$ cat config.mk
export PLATFORM = sky130hd
export DESIGN_NAME = vfd_decimal_grid_frame_builder_flat
export DESIGN_NICKNAME = d
export VERILOG_FILES = /design/src/hdl/vfdg_pkg.sv /design/src/hdl/vfdg_if.sv /design/src/hdl/vfdg_front.sv /design/src/hdl/vfdg_queue.sv /design/src/hdl/vfdg_back.sv /design/src/hdl/vfd_decimal_grid_frame_builder.sv /design/src/flat_wrapper.sv
export SDC_FILE = /design/constraint.sdc
export NUM_CORES = 1
export LEC_CHECK = 0
export BUFFER_PORTS_ARGS = -buffer_cell sky130_fd_sc_hd__buf_2
export CAP_MARGIN = 20
export CORE_ASPECT_RATIO = 2
export CORE_MARGIN = 5
export CORE_UTILIZATION = 34
export DETAILED_ROUTE_END_ITERATION = 12
export PLACE_DENSITY = 0.56
export SYNTH_ARGS = -nofsm -noshare
export SYNTH_HDL_FRONTEND = slang
export SYNTH_SLANG_ARGS = --single-unit
$ cat constraint.sdc
create_clock -name clk -period 6.35 [get_ports clk]
set_input_delay 0.635 -clock clk [delete_from_list [all_inputs] [get_ports clk]]
set_output_delay 0.635 -clock clk [all_outputs]
set_load 0.02 [all_outputs]
$ cat src/hdl/vfdg_pkg.sv
// shared types, constants and frame helpers for the vfd grid frame builder
`timescale 1ns / 1ps
`default_nettype none

package vfdg_pkg;

    // display geometry
    localparam int NUM_GRIDS    = 11;
    localparam int FRAME_WIDTH  = 16;
    localparam int DIGIT_COUNT  = 10;
    localparam int LANE_DIGITS  = DIGIT_COUNT / 2;

    // special grids
    localparam logic [3:0] SKIPPED_GRID = 4'd6;
    localparam logic [3:0] DP_GRID_A    = 4'd4;
    localparam logic [3:0] DP_GRID_B    = 4'd9;
    localparam logic [3:0] LAST_GRID    = 4'(NUM_GRIDS - 1);
    localparam logic [3:0] LAST_SLOT    = 4'(DIGIT_COUNT - 1);
    localparam logic [3:0] TOP_BIT      = 4'(FRAME_WIDTH - 1);
    localparam int         DP_BIT_POS   = 4;

    // voltage saturation limit
    localparam logic [14:0] VOLT_MAX = 15'd30000;

    // reciprocal of ten for 16-bit operands, quotient is product >> 19
    localparam logic [15:0] DIV10_MAGIC = 16'd52429;
    localparam int          DIV10_SHIFT = 19;

    typedef logic [3:0]             digit_t;
    typedef logic [3:0]             slot_t;
    typedef logic [3:0]             grid_t;
    typedef logic [FRAME_WIDTH-1:0] frame_t;
    typedef logic [DIGIT_COUNT-1:0][3:0] digits_t;

    // front to queue write side
    typedef struct packed {
        logic    push;
        digits_t digits;
    } qwr_t;

    // queue head as seen by the back end
    typedef struct packed {
        logic    avail;
        digits_t digits;
    } qrd_t;

    // slot to grid mapping, grid 6 is skipped
    function automatic grid_t grid_for(input slot_t slot);
        grid_t g;
        g = (slot < SKIPPED_GRID) ? slot : 4'(slot + 4'd1);
        return g;
    endfunction

    // inverted frame: digit, decimal point and one-hot grid select
    function automatic frame_t make_frame(input digit_t digit, input grid_t grid);
        frame_t v;
        v = {{(FRAME_WIDTH-4){1'b0}}, digit};
        if (grid == DP_GRID_A || grid == DP_GRID_B)
        begin
            v[DP_BIT_POS] = 1'b1;
        end
        if (grid <= LAST_GRID)
        begin
            v[TOP_BIT - grid] = 1'b1;
        end
        return ~v;
    endfunction

endpackage

`default_nettype wire

$ cat src/hdl/vfdg_if.sv
// valid/ready channel interfaces for readings and grid frames
`timescale 1ns / 1ps
`default_nettype none

interface vfdg_in_if;
    logic        valid;
    logic        ready;
    logic [14:0] volt_mv;
    logic [15:0] amp_ma;

    modport source (output valid, output volt_mv, output amp_ma, input ready);
    modport sink   (input valid, input volt_mv, input amp_ma, output ready);
endinterface

interface vfdg_out_if;
    logic        valid;
    logic        ready;
    logic [15:0] frame_bits;
    logic [3:0]  grid_pos;
    logic        last_frame;

    modport source (output valid, output frame_bits, output grid_pos, output last_frame,
                    input ready);
    modport sink   (input valid, input frame_bits, input grid_pos, input last_frame,
                    output ready);
endinterface

`default_nettype wire

$ cat src/hdl/vfdg_front.sv
// front end: accepts a reading and splits it into ten decimal digits
`timescale 1ns / 1ps
`default_nettype none

module vfdg_front (
    input  wire logic          clk,
    input  wire logic          rst_n,
    vfdg_in_if.sink            in_ch,
    input  wire logic          q_full,
    output vfdg_pkg::qwr_t     q_wr
);

    typedef enum logic [1:0] {ST_IDLE, ST_RUN, ST_PUSH} state_t;

    localparam int LW = 4 * vfdg_pkg::LANE_DIGITS;
    localparam logic [2:0] LAST_STEP = 3'(vfdg_pkg::LANE_DIGITS - 1);

    state_t      state_reg;
    logic [2:0]  step_reg;
    logic [15:0] lo_reg;
    logic [15:0] hi_reg;
    logic [LW-1:0] dlo_reg;
    logic [LW-1:0] dhi_reg;

    logic [14:0] volt_sat;
    logic [31:0] lo_prod;
    logic [31:0] hi_prod;
    logic [15:0] lo_q;
    logic [15:0] hi_q;
    logic [15:0] lo_rem;
    logic [15:0] hi_rem;
    logic        accept;
    logic        push;

    // voltage saturation
    assign volt_sat = (in_ch.volt_mv > vfdg_pkg::VOLT_MAX) ? vfdg_pkg::VOLT_MAX
                                                          : in_ch.volt_mv;

    // divide both lanes by ten, current lane holds the low five digits
    assign lo_prod = 32'(lo_reg) * 32'(vfdg_pkg::DIV10_MAGIC);
    assign hi_prod = 32'(hi_reg) * 32'(vfdg_pkg::DIV10_MAGIC);
    assign lo_q    = 16'(lo_prod >> vfdg_pkg::DIV10_SHIFT);
    assign hi_q    = 16'(hi_prod >> vfdg_pkg::DIV10_SHIFT);
    assign lo_rem  = lo_reg - 16'((lo_q << 3) + (lo_q << 1));
    assign hi_rem  = hi_reg - 16'((hi_q << 3) + (hi_q << 1));

    // handshake
    assign push         = (state_reg == ST_PUSH) && !q_full;
    assign in_ch.ready  = (state_reg == ST_IDLE) || push;
    assign accept       = in_ch.valid && in_ch.ready;
    assign q_wr.push    = push;
    assign q_wr.digits  = vfdg_pkg::digits_t'({dhi_reg, dlo_reg});

    // digit extraction sequencer
    always_ff @(posedge clk or negedge rst_n)
    begin
        if (!rst_n)
        begin
            state_reg <= ST_IDLE;
            step_reg  <= 3'd0;
        end
        else
        begin
            case (state_reg)
                ST_IDLE:
                begin
                    if (accept)
                    begin
                        state_reg <= ST_RUN;
                        step_reg  <= 3'd0;
                    end
                end
                ST_RUN:
                begin
                    if (step_reg == LAST_STEP)
                    begin
                        state_reg <= ST_PUSH;
                    end
                    else
                    begin
                        step_reg <= step_reg + 3'd1;
                    end
                end
                ST_PUSH:
                begin
                    if (push)
                    begin
                        state_reg <= accept ? ST_RUN : ST_IDLE;
                        step_reg  <= 3'd0;
                    end
                end
                default:
                begin
                    state_reg <= ST_IDLE;
                end
            endcase
        end
    end

    // lane operands and digit shift registers
    always_ff @(posedge clk)
    begin
        if (accept)
        begin
            lo_reg <= in_ch.amp_ma;
            hi_reg <= {1'b0, volt_sat};
        end
        else if (state_reg == ST_RUN)
        begin
            lo_reg  <= lo_q;
            hi_reg  <= hi_q;
            dlo_reg <= {lo_rem[3:0], dlo_reg[LW-1:4]};
            dhi_reg <= {hi_rem[3:0], dhi_reg[LW-1:4]};
        end
    end

endmodule

`default_nettype wire

$ cat src/hdl/vfdg_queue.sv
// short queue of digit records between front and back ends
`timescale 1ns / 1ps
`default_nettype none

module vfdg_queue #(
    parameter int DEPTH = 2
) (
    input  wire logic          clk,
    input  wire logic          rst_n,
    input  wire vfdg_pkg::qwr_t q_wr,
    input  wire logic          pop,
    output logic               full,
    output vfdg_pkg::qrd_t     q_rd
);

    localparam int PW = (DEPTH > 1) ? $clog2(DEPTH) : 1;
    localparam int CW = $clog2(DEPTH + 1);
    localparam logic [PW-1:0] LAST_PTR = PW'(DEPTH - 1);

    vfdg_pkg::digits_t mem [DEPTH];
    logic [PW-1:0] wr_ptr_reg;
    logic [PW-1:0] rd_ptr_reg;
    logic [CW-1:0] count_reg;

    assign full        = (count_reg == CW'(DEPTH));
    assign q_rd.avail  = (count_reg != '0);
    assign q_rd.digits = mem[rd_ptr_reg];

    // storage
    always_ff @(posedge clk)
    begin
        if (q_wr.push)
        begin
            mem[wr_ptr_reg] <= q_wr.digits;
        end
    end

    // pointers and fill count
    always_ff @(posedge clk or negedge rst_n)
    begin
        if (!rst_n)
        begin
            wr_ptr_reg <= '0;
            rd_ptr_reg <= '0;
            count_reg  <= '0;
        end
        else
        begin
            if (q_wr.push)
            begin
                wr_ptr_reg <= (wr_ptr_reg == LAST_PTR) ? '0 : PW'(wr_ptr_reg + 1'b1);
            end
            if (pop)
            begin
                rd_ptr_reg <= (rd_ptr_reg == LAST_PTR) ? '0 : PW'(rd_ptr_reg + 1'b1);
            end
            if (q_wr.push && !pop)
            begin
                count_reg <= CW'(count_reg + 1'b1);
            end
            else if (pop && !q_wr.push)
            begin
                count_reg <= CW'(count_reg - 1'b1);
            end
        end
    end

`ifndef ASSERT_OFF
    // never push into a full queue
    a_no_overflow: assert property (@(posedge clk) disable iff (!rst_n)
        full |-> !q_wr.push)
        else $error("push into full queue");

    // never pop an empty queue
    a_no_underflow: assert property (@(posedge clk) disable iff (!rst_n)
        pop |-> q_rd.avail)
        else $error("pop from empty queue");
`endif

endmodule

`default_nettype wire

$ cat src/hdl/vfdg_back.sv
// back end: turns one digit record into ten inverted grid frames
`timescale 1ns / 1ps
`default_nettype none

module vfdg_back (
    input  wire logic          clk,
    input  wire logic          rst_n,
    input  wire vfdg_pkg::qrd_t q_rd,
    output logic               pop,
    vfdg_out_if.source         out_ch
);

    logic                  ov_reg;
    vfdg_pkg::slot_t       cnt_reg;
    vfdg_pkg::frame_t      frame_reg;
    vfdg_pkg::grid_t       grid_reg;
    logic                  last_reg;

    vfdg_pkg::grid_t       grid;
    vfdg_pkg::digit_t      digit;
    logic                  load;
    logic                  last_slot;

    // current slot of the queue head
    assign grid      = vfdg_pkg::grid_for(cnt_reg);
    assign digit     = q_rd.digits[cnt_reg];
    assign last_slot = (cnt_reg == vfdg_pkg::LAST_SLOT);
    assign load      = q_rd.avail && (!ov_reg || out_ch.ready);
    assign pop       = load && last_slot;

    assign out_ch.valid      = ov_reg;
    assign out_ch.frame_bits = frame_reg;
    assign out_ch.grid_pos   = grid_reg;
    assign out_ch.last_frame = last_reg;

    // frame counter and output valid
    always_ff @(posedge clk or negedge rst_n)
    begin
        if (!rst_n)
        begin
            ov_reg  <= 1'b0;
            cnt_reg <= '0;
        end
        else
        begin
            if (load)
            begin
                ov_reg  <= 1'b1;
                cnt_reg <= last_slot ? '0 : 4'(cnt_reg + 4'd1);
            end
            else if (out_ch.ready)
            begin
                ov_reg <= 1'b0;
            end
        end
    end

    // output payload
    always_ff @(posedge clk)
    begin
        if (load)
        begin
            frame_reg <= vfdg_pkg::make_frame(digit, grid);
            grid_reg  <= grid;
            last_reg  <= last_slot;
        end
    end

`ifndef ASSERT_OFF
    // the last frame of an update always goes to the top grid
    a_last_grid: assert property (@(posedge clk) disable iff (!rst_n)
        ov_reg |-> (last_reg == (grid_reg == vfdg_pkg::LAST_GRID)))
        else $error("last flag and grid disagree");

    // the skipped grid never gets a frame and its select bit stays off
    a_skip_grid: assert property (@(posedge clk) disable iff (!rst_n)
        ov_reg |-> (grid_reg != vfdg_pkg::SKIPPED_GRID
                    && frame_reg[vfdg_pkg::TOP_BIT - vfdg_pkg::SKIPPED_GRID]))
        else $error("frame for skipped grid");
`endif

endmodule

`default_nettype wire

$ cat src/hdl/vfd_decimal_grid_frame_builder.sv
// top level of the vfd decimal grid frame builder
// path: a reading is split into digits, queued, then loaded into the frame output register
// throughput: ten frames per reading, set by the back end emitting one frame per cycle while
// the output is ready; the digit split runs on two divide-by-ten lanes
// the queue lets the next reading be split while the current frames drain
// reset: asynchronous active low, clears sequencer, queue pointers and frame counter
`timescale 1ns / 1ps
`default_nettype none

module vfd_decimal_grid_frame_builder #(
    parameter int QUEUE_DEPTH = 2
) (
    input  wire logic    clk,
    input  wire logic    rst_n,
    vfdg_in_if.sink      in_ch,
    vfdg_out_if.source   out_ch
);

    vfdg_pkg::qwr_t q_wr;
    vfdg_pkg::qrd_t q_rd;
    logic           q_full;
    logic           q_pop;

    // reading intake and digit split
    vfdg_front u_front (
        .clk    (clk),
        .rst_n  (rst_n),
        .in_ch  (in_ch),
        .q_full (q_full),
        .q_wr   (q_wr)
    );

    // record queue
    vfdg_queue #(
        .DEPTH (QUEUE_DEPTH)
    ) u_queue (
        .clk   (clk),
        .rst_n (rst_n),
        .q_wr  (q_wr),
        .pop   (q_pop),
        .full  (q_full),
        .q_rd  (q_rd)
    );

    // frame generation
    vfdg_back u_back (
        .clk    (clk),
        .rst_n  (rst_n),
        .q_rd   (q_rd),
        .pop    (q_pop),
        .out_ch (out_ch)
    );

endmodule

`default_nettype wire
$ cat src/flat_wrapper.sv
// flat-port wrapper written by rule: the top's interface ports become plain ports
module vfd_decimal_grid_frame_builder_flat 
#(
    parameter int QUEUE_DEPTH = 2
)
  (clk, rst_n, in_ch_valid, in_ch_volt_mv, in_ch_amp_ma, in_ch_ready, out_ch_valid, out_ch_frame_bits, out_ch_grid_pos, out_ch_last_frame, out_ch_ready);
  vfdg_in_if in_ch_i ();
  vfdg_out_if out_ch_i ();
  input  wire logic clk;
  input  wire logic rst_n;
  input wire logic [$bits(in_ch_i.valid)-1:0] in_ch_valid;
  input wire logic [$bits(in_ch_i.volt_mv)-1:0] in_ch_volt_mv;
  input wire logic [$bits(in_ch_i.amp_ma)-1:0] in_ch_amp_ma;
  output wire logic [$bits(in_ch_i.ready)-1:0] in_ch_ready;
  output wire logic [$bits(out_ch_i.valid)-1:0] out_ch_valid;
  output wire logic [$bits(out_ch_i.frame_bits)-1:0] out_ch_frame_bits;
  output wire logic [$bits(out_ch_i.grid_pos)-1:0] out_ch_grid_pos;
  output wire logic [$bits(out_ch_i.last_frame)-1:0] out_ch_last_frame;
  input wire logic [$bits(out_ch_i.ready)-1:0] out_ch_ready;
  assign in_ch_i.valid = in_ch_valid;
  assign in_ch_i.volt_mv = in_ch_volt_mv;
  assign in_ch_i.amp_ma = in_ch_amp_ma;
  assign in_ch_ready = in_ch_i.ready;
  assign out_ch_valid = out_ch_i.valid;
  assign out_ch_frame_bits = out_ch_i.frame_bits;
  assign out_ch_grid_pos = out_ch_i.grid_pos;
  assign out_ch_last_frame = out_ch_i.last_frame;
  assign out_ch_i.ready = out_ch_ready;
  vfd_decimal_grid_frame_builder #(.QUEUE_DEPTH(QUEUE_DEPTH)) u_core (.clk(clk), .rst_n(rst_n), .in_ch(in_ch_i), .out_ch(out_ch_i));
endmodule
Word level (Yosys, flattened, before mapping)
Memories as Yosys holds them, arrays and structs flattened.
Index checks and enable logic that the tools add are counted.
W data, S select, Z words.
{"block": "totals", "reg_bits": 106, "mem_bits_rw": 80, "inputBits": 35, "out_inout_bits": 23, "word_cells": 103, "mem_count": 1}
{"block": "op_classes", "addsub": 11, "multipliers": 2, "magnitude_cmp": 6, "eq_ne": 11, "mux": 32, "n_bitwise": 3, "reduce_logical": 23}
{"memory": "u_core.u_queue.mem", "depth": 2, "word_bits": 40, "rd": 1, "rd_ports_with_merged_regs": 0, "wr": 1, "line_no": "vfdg_queue.sv:20", "text": "vfdg_pkg::digits_t mem [DEPTH];"}
{"cell": "$mux W16", "count": 4}
{"cell": "$mux W15", "count": 3}
{"cell": "$mul A16 B16 Y32 const B", "count": 1}
{"cell": "$mul A15 B16 Y31 const B", "count": 1}
{"cell": "$bmux W4 S4", "count": 1}
{"cell": "$not A16 Y16", "count": 1}
{"cell": "$or A5 B16 Y16", "count": 1}
{"cell": "$gt A15 B15 Y1 const B", "count": 1}
{"cell": "$mux W4", "count": 3}
{"cell": "$lt A4 B5 Y1 const B", "count": 2}
{"cell": "$mux W1", "count": 10}
{"cell": "$mux W2", "count": 5}
{"cell": "$mux W3", "count": 3}
{"cell": "$pmux W3 S3", "count": 1}
{"cell": "$add A4 B4 Y4", "count": 2}
{"cell": "$eq A4 B4 Y1 const B", "count": 2}
{"cell": "$ne A2 B2 Y1 const B", "count": 4}
{"cell": "$reduce_bool A2 Y1", "count": 4}
{"cell": "$sub A4 B4 Y4", "count": 2}
{"cell": "$logic_and A1 B1 Y1", "count": 7}
{"cell": "$pmux W2 S3", "count": 1}
{"cell": "$add A4 B1 Y4 const B", "count": 1}
{"cell": "$demux W1 S4", "count": 1}
{"cell": "$eq A2 B2 Y1 const B", "count": 2}
{"cell": "other kinds (19)", "count": 25}

Depth between registers and ports, before layout
Gate-level depths: netlist (run 1).
{"block": "logic_depth", "ltp_word": 11, "mapped_depth": 23, "mapped_depth_nobuf": 23}

Cells and area by module
From an unflattened synthesis (run 1), not the netlist that was laid out.
{"block": "unflattened", "cells_unflattened": 1332, "area_unflattened_um2": 15939.0}
{"module": "vfdg_front", "instances": 1, "cells_each": 1067, "area_per_inst_um2": 11167.0, "seq_area_each_um2": 2257.2}
{"module": "vfdg_queue", "instances": 1, "cells_each": 141, "area_per_inst_um2": 3279.4, "seq_area_each_um2": 2502.4}
{"module": "vfdg_back", "instances": 1, "cells_each": 124, "area_per_inst_um2": 1492.7, "seq_area_each_um2": 755.7}

Worst setup path after synthesis (run 1)
OpenSTA, ideal clock, no wires.
{"block": "synth_path", "kind": "register -> register", "from": "register u_core.u_front.lo_reg[1]", "to": "register u_core.u_front.dlo_reg[19], data pin", "setup_time_ps": 258, "t_arrival_ps": 5307, "t_required_ps": 6092, "slack_ps": 785, "path_stages_with_launch": 21, "path_buffers": 0, "synth_period_minus_slack_ps": 5565, "cell_sequence": "edfxtp_1 ha_1 xor2_1 ha_1 fa_1 fa_1 fa_1 inv_1 fa_1 inv_1 ha_1 a21o_1 a21o_1 a21oi_1 o21ai_0 a21o_1 xor2_1 ha_1 xnor2_1 xnor2_1 xnor2_1"}
{"block": "synth_via", "elab_chain_cells": 3}
{"item": "start, declared", "line_no": "vfdg_front.sv:20", "text": "logic [15:0] lo_reg;"}
{"item": "start signal, assigned", "line_no": "vfdg_front.sv:105", "text": "lo_reg <= in_ch.amp_ma;"}
{"item": "start signal, assigned", "line_no": "vfdg_front.sv:110", "text": "lo_reg <= lo_q;"}
{"item": "$mul A16 B16 Y32", "line_no": "vfdg_front.sv:40", "text": "assign lo_prod = 32'(lo_reg) * 32'(vfdg_pkg::DIV10_MAGIC);"}
{"item": "$add A4 B4 Y4", "line_no": "vfdg_front.sv:44", "text": "assign lo_rem = lo_reg - 16'((lo_q << 3) + (lo_q << 1));"}
{"item": "$sub A4 B4 Y4 *", "line_no": "vfdg_front.sv:44"}
{"item": "via u_core.u_front.lo_rem[3]", "line_no": "vfdg_front.sv:30", "text": "logic [15:0] lo_rem;"}
{"item": "end signal, assigned", "line_no": "vfdg_front.sv:112", "text": "dlo_reg <= {lo_rem[3:0], dlo_reg[LW-1:4]};"}
{"item": "end, declared", "line_no": "vfdg_front.sv:22", "text": "logic [LW-1:0] dlo_reg;"}
The timed path passes the listed nets; every way through them passes the cells marked *.
A chain may end at the register's enable or synchronous reset.

Worst setup path in the final report (run 1)
Same ends and word-level chain as after synthesis.

==> results of run 1 <==
layout by cell type, fill, tap and decap left out, drive strengths merged, types with 8 or more instances in the layout:
master	n
and3	15
nor2	34
mux4	21
edfxtp	172
nand3	8
clkbuf	17
inv	291
o21ai	33
nand2	64
a21oi	31
buf	71
fa	134
ha	258
dfrtp	14
xnor2	32
a31oi	8
nor3	11
xor2	22
a21o	27
cell type report:
| type | instances | area, um2 |
|---|---|---|
| fillers | 4335 | 28000 |
| multi-input cells | 792 | 8770 |
| flip-flops and latches | 186 | 5520 |
| inverters | 288 | 1080 |
| well taps | 560 | 701 |
| clock buffers | 17 | 425 |
| repair buffers | 71 | 390 |
| clock inverters | 14 | 165 |
stage by stage:
| stage | hold slack [ps] | util |
|---|---|---|
| floorplan | 339 | - |
| global placement | 426 | 0.366 |
| detailed placement | 433 | 0.366 |
| CTS | 76.4 | 0.379 |
| global route | 103 | 0.379 |
| finish | 100 | 0.379 |
Yosys cell counts (2+ instances only):
master / n / area share
or2_2: 4 / 0.0016
a32oi_1: 2 / 0.0011
a221oi_2: 3 / 0.0029
xnor2_1: 32 / 0.018
a41oi_1: 2 / 0.0011
o21a_1: 2 / 0.00097
nor2b_1: 5 / 0.0020
nand3_1: 8 / 0.0026
a211o_1: 2 / 0.0011
xor2_1: 22 / 0.012
ha_1: 258 / 0.21
edfxtp_1: 172 / 0.33
dfrtp_1: 14 / 0.023
and3_1: 14 / 0.0057
o21bai_1: 2 / 0.00097
a211oi_1: 6 / 0.0029
a21oi_1: 30 / 0.0097
a22o_1: 4 / 0.0023
nand2_1: 64 / 0.016
buf_2: 2 / 0.00065
nand2b_1: 5 / 0.0020
nor3_1: 9 / 0.0029
a31oi_1: 8 / 0.0032
buf_1: 2 / 0.00049
and4_1: 5 / 0.0028
nand4_1: 2 / 0.00081
mux4_2: 21 / 0.031
inv_1: 287 / 0.070
or3_1: 2 / 0.00081
o211ai_1: 7 / 0.0034
clkbuf_1: 10 / 0.0024
and2_1: 7 / 0.0028
nor4_1: 2 / 0.00081
mux2i_1: 7 / 0.0045
fa_1: 134 / 0.17
nor2_1: 34 / 0.0083
a21o_1: 26 / 0.013
o31ai_1: 4 / 0.0019
nand4b_1: 2 / 0.0011
o22ai_1: 6 / 0.0024
o21ai_0: 33 / 0.011
routing by layer:
metal	vias up	GRT usage	part of all wire	wire length (um)
met5	-	0	0	0
met4	0	0.0679	0.044	1590
met3	56	0.0213	0.021	756
met2	130	0.307	0.60	21500
met1	4689	0.139	0.34	12000
li1	4506	-	-	-
final timing paths:
path	startpoint	endpoint	slack, ps	depth (start not counted)
setup / recovery	u_core.u_front.lo_reg[1]$_DFFE_PP_	u_core.u_front.dlo_reg[19]$_DFFE_PP_	270	20
hold / removal	rst_n	u_core.u_front.step_reg[0]$_DFFE_PN0P_	100	1
setup reg to reg	u_core.u_front.lo_reg[1]$_DFFE_PP_	u_core.u_front.dlo_reg[19]$_DFFE_PP_	270	20
hold reg to reg	u_core.u_front.dlo_reg[2]$_DFFE_PP_	u_core.u_queue.mem[0][2]$_DFFE_PP_	450	0
max in group asynchronous	rst_n	u_core.u_front.state_reg[1]$_DFFE_PN0P_	5970	1
min in group clk	u_core.u_front.dlo_reg[2]$_DFFE_PP_	u_core.u_queue.mem[0][2]$_DFFE_PP_	450	0
timing repair:
item / 4_1_cts / 5_1_grt
endpoints found under the setup margin: 0 / 4
gates resized for setup: 0 / 1
hold endpoints to repair: 0 / 0
hold buffers: 0 / 0
critical path: cells and delay by family, from the launching register on:
family	cells	cell delay, ps
adders and majority gates	8	3330
AOI/OAI and AO/OA	5	1090
xor gates and xnor gates	5	760
DFF	1	540
buffers and inverters	2	100
kinds of logic after synthesis:
kind of cell,after synthesis
AOI/OAI and AO/OA,149
xor gates and xnor gates,54
adders and majority gates,392
buffers and inverters,303
DFF,186
muxes,28
and+or+nand+nor,169
==> results.py, run 1 <==
metrics = {
    "status": {
        "outcome": "finished, final reports clean",
    },
    "synth": {
        "synth-compound-area-share": 0.0650,
        "netlist_area_mm2": 0.0154,
        "synth_seq_cells": 186,
        "synth_fa_ha_area_frac": 0.383,
        "syn_nets": 1708,
        "synth_enable_flop_cells": 172,
        "synth.area.mux_share": 0.0352,
        "seq_area_frac_synth": 0.358,
        "synthArstFlopShare": 0.0753,
        "yosys.area_share.xor_xnor": 0.0307,
        "syn_avg_cell_area_um2": 12.0,
        "yosys.area_share.simple": 0.0539,
        "ys_types": 61,
        "syn-instance-count": 1281,
        "synth_top_family_by_area": "adder cells",
        "synth_ff_type": "edfxtp_1",
        "yosys_warnings": 0,
    },
    "route": {
        "drt_first_pass_iters": 4,
        "routed_wl_um": 35800,
        "wire_per_inst_um": 18.6,
        "drt-initial-drc-count": 272,
        "vias": 9381,
        "avgViaCountPerCell": 4.87,
        "drcViolationCount": 0,
        "final_antenna_net_count": 0,
    },
    "layout": {
        "area_growth_pct": 10.5,
        "final_area_mm2": 0.0171,
        "num-nets-final": 1783,
        "instances_no_fill": 1928,
        "largest_reg_flops": 80,
        "diodes": 0,
        "layout-drive-gt1-share": 0.102,
    },
    "clock_network": {
        "cts_sinks": 186,
        "clkLatencyLatePin_ps": 440,
        "numCtsBuffers": 17,
        "cts_root_buffer": "clkbuf_16",
        "clockBufferDepth": 2,
        "cts_tree": "built",
        "cts.clk_slew.worst_paths_ps": 80,
        "postCtsSetupBuffers": 0,
        "cts.htree.levels": 4,
    },
    "grt": {
        "grt_pass1_wl_um": 56700,
        "grt_max_degree": 42,
        "overflow": 0,
        "antenna_found_initial": 0,
        "grt_pass1_vias": 10601,
        "track_usage": 0.149,
    },
    "worst_hold_path": {
        "hp-class": "in2async",
    },
    "timing": {
        "drv_slew": 0,
        "worst_pin_slew_ps": 1000,
        "period_share": 0.958,
        "hold_viol": 0,
        "setup_viol": 0,
        "setup_tns_ps": 0,
        "fin_skew_ps": 14.4,
        "fmax_mhz": 164,
        "setup_ws_ps": 268,
        "rsz0062_at_grt": "no",
        "timing.final.crit_period_ps": 6080,
        "slew_headroom": 0.333,
    },
    "floorplan": {
        "num_io_pins": 58,
        "core_area_mm2": 0.0450,
        "dieArea_mm2": 0.0500,
        "start_util": 0.343,
        "die_h_um": 311,
        "dieWidth_um": 161,
        "rows": 110,
    },
    "worst_setup_path": {
        "worstSetupPathType": "reg2reg",
        "slowest_delay_ps": 550,
        "timing.critical_path.to_type": "flip-flop",
        "crit_slowest_cell": "fa_1",
        "crit_fanout": 7,
        "required_ps": 6550,
        "worstPathCellList": "ha_1, xor2_1, ha_1, fa_1, fa_1, fa_1, inv_1, fa_1, inv_1, ha_1, a21o_1, a21o_1, a21oi_2, o21ai_0, a21o_1, xor2_1, ha_1, xnor2_1, xnor2_1, xnor2_1",
        "start_kind": "flip-flop",
        "cp.arrival_ps": 6280,
    },
    "placement": {
        "placed_cells": 1897,
        "placed_area_mm2": 0.0165,
        "dp_hpwl_um": 30000,
        "place_ws_ps": 92.7,
        "place_congestion": 0.873,
        "place.port_buffers": 57,
    },
    "run": {
        "drv_cap": 0,
    },
}
Power of run 1 is not shown: default switching activity piles up to over one toggle a cycle in this logic, so the estimate is an artifact.
==> run 2, diff against run 1 <==
--- a/config.mk
+++ b/config.mk
@@ -5,13 +5,13 @@
 export SDC_FILE = /design/constraint.sdc
 export NUM_CORES = 1
 export LEC_CHECK = 0
-export BUFFER_PORTS_ARGS = -buffer_cell sky130_fd_sc_hd__buf_2
 export CAP_MARGIN = 20
 export CORE_ASPECT_RATIO = 2
 export CORE_MARGIN = 5
 export CORE_UTILIZATION = 34
 export DETAILED_ROUTE_END_ITERATION = 12
-export PLACE_DENSITY = 0.56
+export DONT_BUFFER_PORTS = 1
+export PLACE_DENSITY = 0.55
 export SYNTH_ARGS = -nofsm -noshare
 export SYNTH_HDL_FRONTEND = slang
 export SYNTH_SLANG_ARGS = --single-unit
==> results.py, run 2 (same netlist as run 1, synthesis figures left out) <==
metrics = {
    "timing": {
        "fmax_mhz": 168,
        "period_share": 0.937,
        "slew_headroom": 0.336,
        "setup_viol": 0,
        "timing.final.crit_period_ps": 5950,
        "fin_skew_ps": 11.9,
        "hold_viol": 0,
        "drv_slew": 0,
        "rsz0062_at_grt": "no",
        "setup_tns_ps": 0,
        "worst_pin_slew_ps": 996,
    },
    "floorplan": {
        "die_h_um": 311,
        "dieWidth_um": 161,
        "core_area_mm2": 0.0450,
        "dieArea_mm2": 0.0500,
        "rows": 110,
        "start_util": 0.343,
        "num_io_pins": 58,
    },
    "grt": {
        "antenna_found_initial": 1,
        "grt_pass1_wl_um": 56400,
        "grt_max_degree": 41,
        "track_usage": 0.146,
        "grt_pass1_vias": 10440,
        "overflow": 0,
    },
    "route": {
        "wire_per_inst_um": 18.7,
        "vias": 9267,
        "routed_wl_um": 35100,
        "drcViolationCount": 0,
        "final_antenna_net_count": 0,
        "avgViaCountPerCell": 4.94,
        "drt_first_pass_iters": 6,
        "drt-initial-drc-count": 393,
    },
    "clock_network": {
        "cts_tree": "built",
        "cts_root_buffer": "clkbuf_16",
        "cts.clk_slew.worst_paths_ps": 80,
        "cts.htree.levels": 4,
        "clkLatencyLatePin_ps": 430,
        "post_cts_resized": 0,
        "numCtsBuffers": 17,
        "cts_sinks": 186,
        "clockBufferDepth": 2,
    },
    "status": {
        "outcome": "finished, final reports clean",
    },
    "worst_setup_path": {
        "start_kind": "flip-flop",
        "required_ps": 6530,
        "worstSetupPathType": "reg2reg",
        "rrSetupSlack_ps": 400,
        "timing.critical_path.to_type": "flip-flop",
        "cp.arrival_ps": 6130,
        "crit_fanout": 6,
    },
    "placement": {
        "place_congestion": 0.906,
        "place.port_buffers": 0,
        "dp_hpwl_um": 29800,
    },
    "layout": {
        "num-nets-final": 1729,
        "area_growth_pct": 8.67,
        "mostFrequentLayoutCell": "inv_1",
        "layout_common_cells": "inv_1, ha_1, edfxtp_1",
        "layout-drive-gt1-share": 0.0646,
        "largest_reg_flops": 80,
    },
    "worst_hold_path": {
        "hp-class": "in2reg",
    },
    "run": {
        "drv_cap": 0,
    },
}
-- run 2: per-stage QoR --
step | setup WS (ps) | hold WS [ps] | cells | util | instance area (um2)
floorplan | 785 | 339 | 1281 | - | 15400
global placement | 465 | 340 | 1841 | 0.359 | 16200
detailed placement | 387 | 340 | 1841 | 0.359 | 16200
CTS | 363 | 353 | 1874 | 0.372 | 16800
global route | 0.423 | 389 | 1875 | 0.372 | 16800
finish | 398 | 379 | 1876 | 0.373 | 16800
-- run 2: final timing paths --
path | from | to | depth (start not counted)
max | u_core.u_front.lo_reg[5]$_DFFE_PP_ | u_core.u_front.dlo_reg[19]$_DFFE_PP_ | 19
min | in_ch_valid | u_core.u_front.state_reg[0]$_DFFE_PN0P_ | 2
max reg2reg | u_core.u_front.lo_reg[5]$_DFFE_PP_ | u_core.u_front.dlo_reg[19]$_DFFE_PP_ | 19
min reg2reg | u_core.u_front.dhi_reg[0]$_DFFE_PP_ | u_core.u_queue.mem[0][20]$_DFFE_PP_ | 0
max in group asynchronous | rst_n | u_core.u_front.step_reg[1]$_DFFE_PN0P_ | 1
min in group asynchronous | rst_n | u_core.u_front.step_reg[2]$_DFFE_PN0P_ | 1
-- run 2: routing by layer --
metal | track usage | vias up | part of all wire
li1 | - | 4390 | -
met1 | 0.144 | 4629 | 0.34
met2 | 0.280 | 169 | 0.56
met3 | 0.0219 | 79 | 0.027
met4 | 0.0875 | 0 | 0.066
met5 | 0 | - | 0
-- run 2: final cells by class --
cell class / count / area (um2)
fill: 4336 / 28200
multi-input combinational: 792 / 8770
sequential: 186 / 5520
inverter: 288 / 1080
tap: 560 / 701
clock buffer: 18 / 429
clock inverter: 14 / 138
timing repair buffer: 17 / 130
antenna: 1 / 2.50
-- run 2: worst max-delay path: stages, from the launching register on --
cell,delay (ps)
edfxtp_1,590
ha_1,440
fa_1,580
inv_1,70
fa_1,530
fa_1,550
inv_1,50
fa_1,520
inv_1,50
fa_1,540
inv_1,50
ha_1,370
nand2_1,80
o31ai_1,370
a21o_1,160
xor2_1,190
ha_1,290
nand2_1,70
nand2_1,60
xnor2_1,130
-- run 2: timing repair --
item / in CTS / in global routing
hold endpoints to repair: 14 / 0
setup buffers: 0 / 1
hold buffers: 1 / 0
endpoints found under the setup margin: 0 / 1
Power of run 2 is left out for the same reason.
==> run 3, diff against run 2 <==
--- a/config.mk
+++ b/config.mk
@@ -11,7 +11,6 @@
 export CORE_UTILIZATION = 34
 export DETAILED_ROUTE_END_ITERATION = 12
 export DONT_BUFFER_PORTS = 1
-export PLACE_DENSITY = 0.55
 export SYNTH_ARGS = -nofsm -noshare
 export SYNTH_HDL_FRONTEND = slang
 export SYNTH_SLANG_ARGS = --single-unit
==> results.py, run 3 (same netlist as run 1, synthesis figures left out) <==
metrics = {
    "floorplan": {
        "rows": 110,
        "dieArea_mm2": 0.0500,
        "dieWidth_um": 161,
        "die_h_um": 311,
        "num_io_pins": 58,
        "start_util": 0.343,
        "core_area_mm2": 0.0450,
    },
    "timing": {
        "rsz0062_at_grt": "no",
        "fmax_mhz": 166,
        "setup_viol": 0,
        "period_share": 0.949,
        "worst_pin_slew_ps": 996,
        "setup_tns_ps": 0,
        "drv_slew": 0,
        "timing.final.crit_period_ps": 6020,
        "fin_hold_ws_ps": 403,
        "fin_skew_ps": 11.1,
        "hold_viol": 0,
        "slew_headroom": 0.336,
    },
    "clock_network": {
        "postCtsHoldBufs": 1,
        "cts_tree": "built",
        "cts.clk_slew.worst_paths_ps": 70,
        "clockBufferDepth": 2,
        "cts_sinks": 186,
        "numCtsBuffers": 17,
        "clkLatencyLatePin_ps": 430,
        "cts.htree.levels": 4,
        "post_cts_resized": 0,
        "postCtsSetupBuffers": 0,
        "cts_root_buffer": "clkbuf_16",
    },
    "route": {
        "avgViaCountPerCell": 4.91,
        "routed_wl_um": 34500,
        "drt_first_pass_iters": 4,
        "drcViolationCount": 0,
        "vias": 9212,
        "final_antenna_net_count": 0,
        "drt-initial-drc-count": 356,
        "wire_per_inst_um": 18.4,
    },
    "worst_setup_path": {
        "timing.critical_path.to_type": "flip-flop",
        "rrSetupSlack_ps": 330,
        "r2r_start": "u_core.u_front.lo_reg[7]$_DFFE_PP_",
        "worstSetupPathType": "reg2reg",
        "cp.arrival_ps": 6210,
        "rr_endpoint": "u_core.u_front.dlo_reg[19]$_DFFE_PP_",
        "crit_fanout": 5,
        "start_kind": "flip-flop",
        "worst-r2r-cell-count": 20,
        "required_ps": 6540,
    },
    "layout": {
        "area_growth_pct": 8.57,
        "layout-drive-gt1-share": 0.0625,
        "layout_common_cells": "inv_1, ha_1, edfxtp_1",
        "num-nets-final": 1727,
        "mostFrequentLayoutCell": "inv_1",
        "largest_reg_flops": 80,
    },
    "worst_hold_path": {
        "min_path_cells": 1,
        "hold_start": "in_ch_volt_mv[2]",
        "hp-class": "in2reg",
        "min_to": "u_core.u_front.hi_reg[2]$_DFFE_PP_",
    },
    "placement": {
        "place.port_buffers": 0,
        "dp_hpwl_um": 29400,
        "place_congestion": 0.933,
    },
    "grt": {
        "grt_pass1_wl_um": 55500,
        "grt_max_degree": 41,
        "overflow": 0,
        "antenna_found_initial": 2,
        "grt_pass1_vias": 10354,
        "track_usage": 0.143,
    },
    "run": {
        "drv_cap": 0,
    },
    "status": {
        "outcome": "finished, final reports clean",
    },
}
## run 3: metal layers
metal  vias up  GRT usage  wire (um)
met4         4     0.0728       1940
li1       4395          -          -
met1      4590      0.139      11800
met3        73     0.0223       1010
met2       150      0.282      19700
met5         -          0         22
## run 3: final cells by class
| cell class | count | area [um2] |
|---|---|---|
| antenna | 3 | 7.51 |
| clock buffer | 19 | 433 |
| clock inverter | 13 | 129 |
| fill | 4322 | 28300 |
| inverter | 288 | 1080 |
| multi-input combinational | 792 | 8770 |
| sequential | 186 | 5520 |
| tap | 560 | 701 |
| timing repair buffer | 15 | 115 |
## run 3: how the worst max path moves through the flow
stage | slack (ps) | start | endpoint | cells after the start
final | 330 | u_core.u_front.lo_reg[7]$_DFFE_PP_ | u_core.u_front.dlo_reg[19]$_DFFE_PP_ | 20
after global routing | 140 | u_core.u_front.lo_reg[7]$_DFFE_PP_ | u_core.u_front.dlo_reg[19]$_DFFE_PP_ | 20
after CTS | 320 | u_core.u_front.lo_reg[7]$_DFFE_PP_ | u_core.u_front.dlo_reg[19]$_DFFE_PP_ | 20
after detailed placement | 390 | u_core.u_front.lo_reg[7]$_DFFE_PP_ | u_core.u_front.dlo_reg[19]$_DFFE_PP_ | 20
after global placement | 480 | u_core.u_front.lo_reg[7]$_DFFE_PP_ | u_core.u_front.dlo_reg[19]$_DFFE_PP_ | 20
after floorplan | 790 | u_core.u_front.lo_reg[1]$_DFFE_PP_ | u_core.u_front.dlo_reg[19]$_DFFE_PP_ | 20
## run 3: metrics by stage
stage	cells	worst slack, ps	cell area [um2]	utilization
after floorplan	1281	785	15400	-
final	1876	326	16700	0.372
after global placement	1839	479	16200	0.359
after global routing	1873	144	16700	0.372
after CTS	1872	320	16700	0.372
after detailed placement	1839	385	16200	0.359
## run 3: worst max-delay path, cell delays in order (launching register included)
cell and delay, ps:
edfxtp_1 580, ha_1 410, inv_1 120, fa_1 500, inv_1 60, fa_1 500
fa_1 520, fa_1 540, inv_1 50, fa_1 520, inv_1 40, ha_1 290
and4_1 250, nand2_1 80, o31ai_1 380, a21o_1 170, xor2_1 210, ha_1 190
xnor2_1 140, xnor2_1 150, xnor2_1 80
Power of run 3 is left out for the same reason.
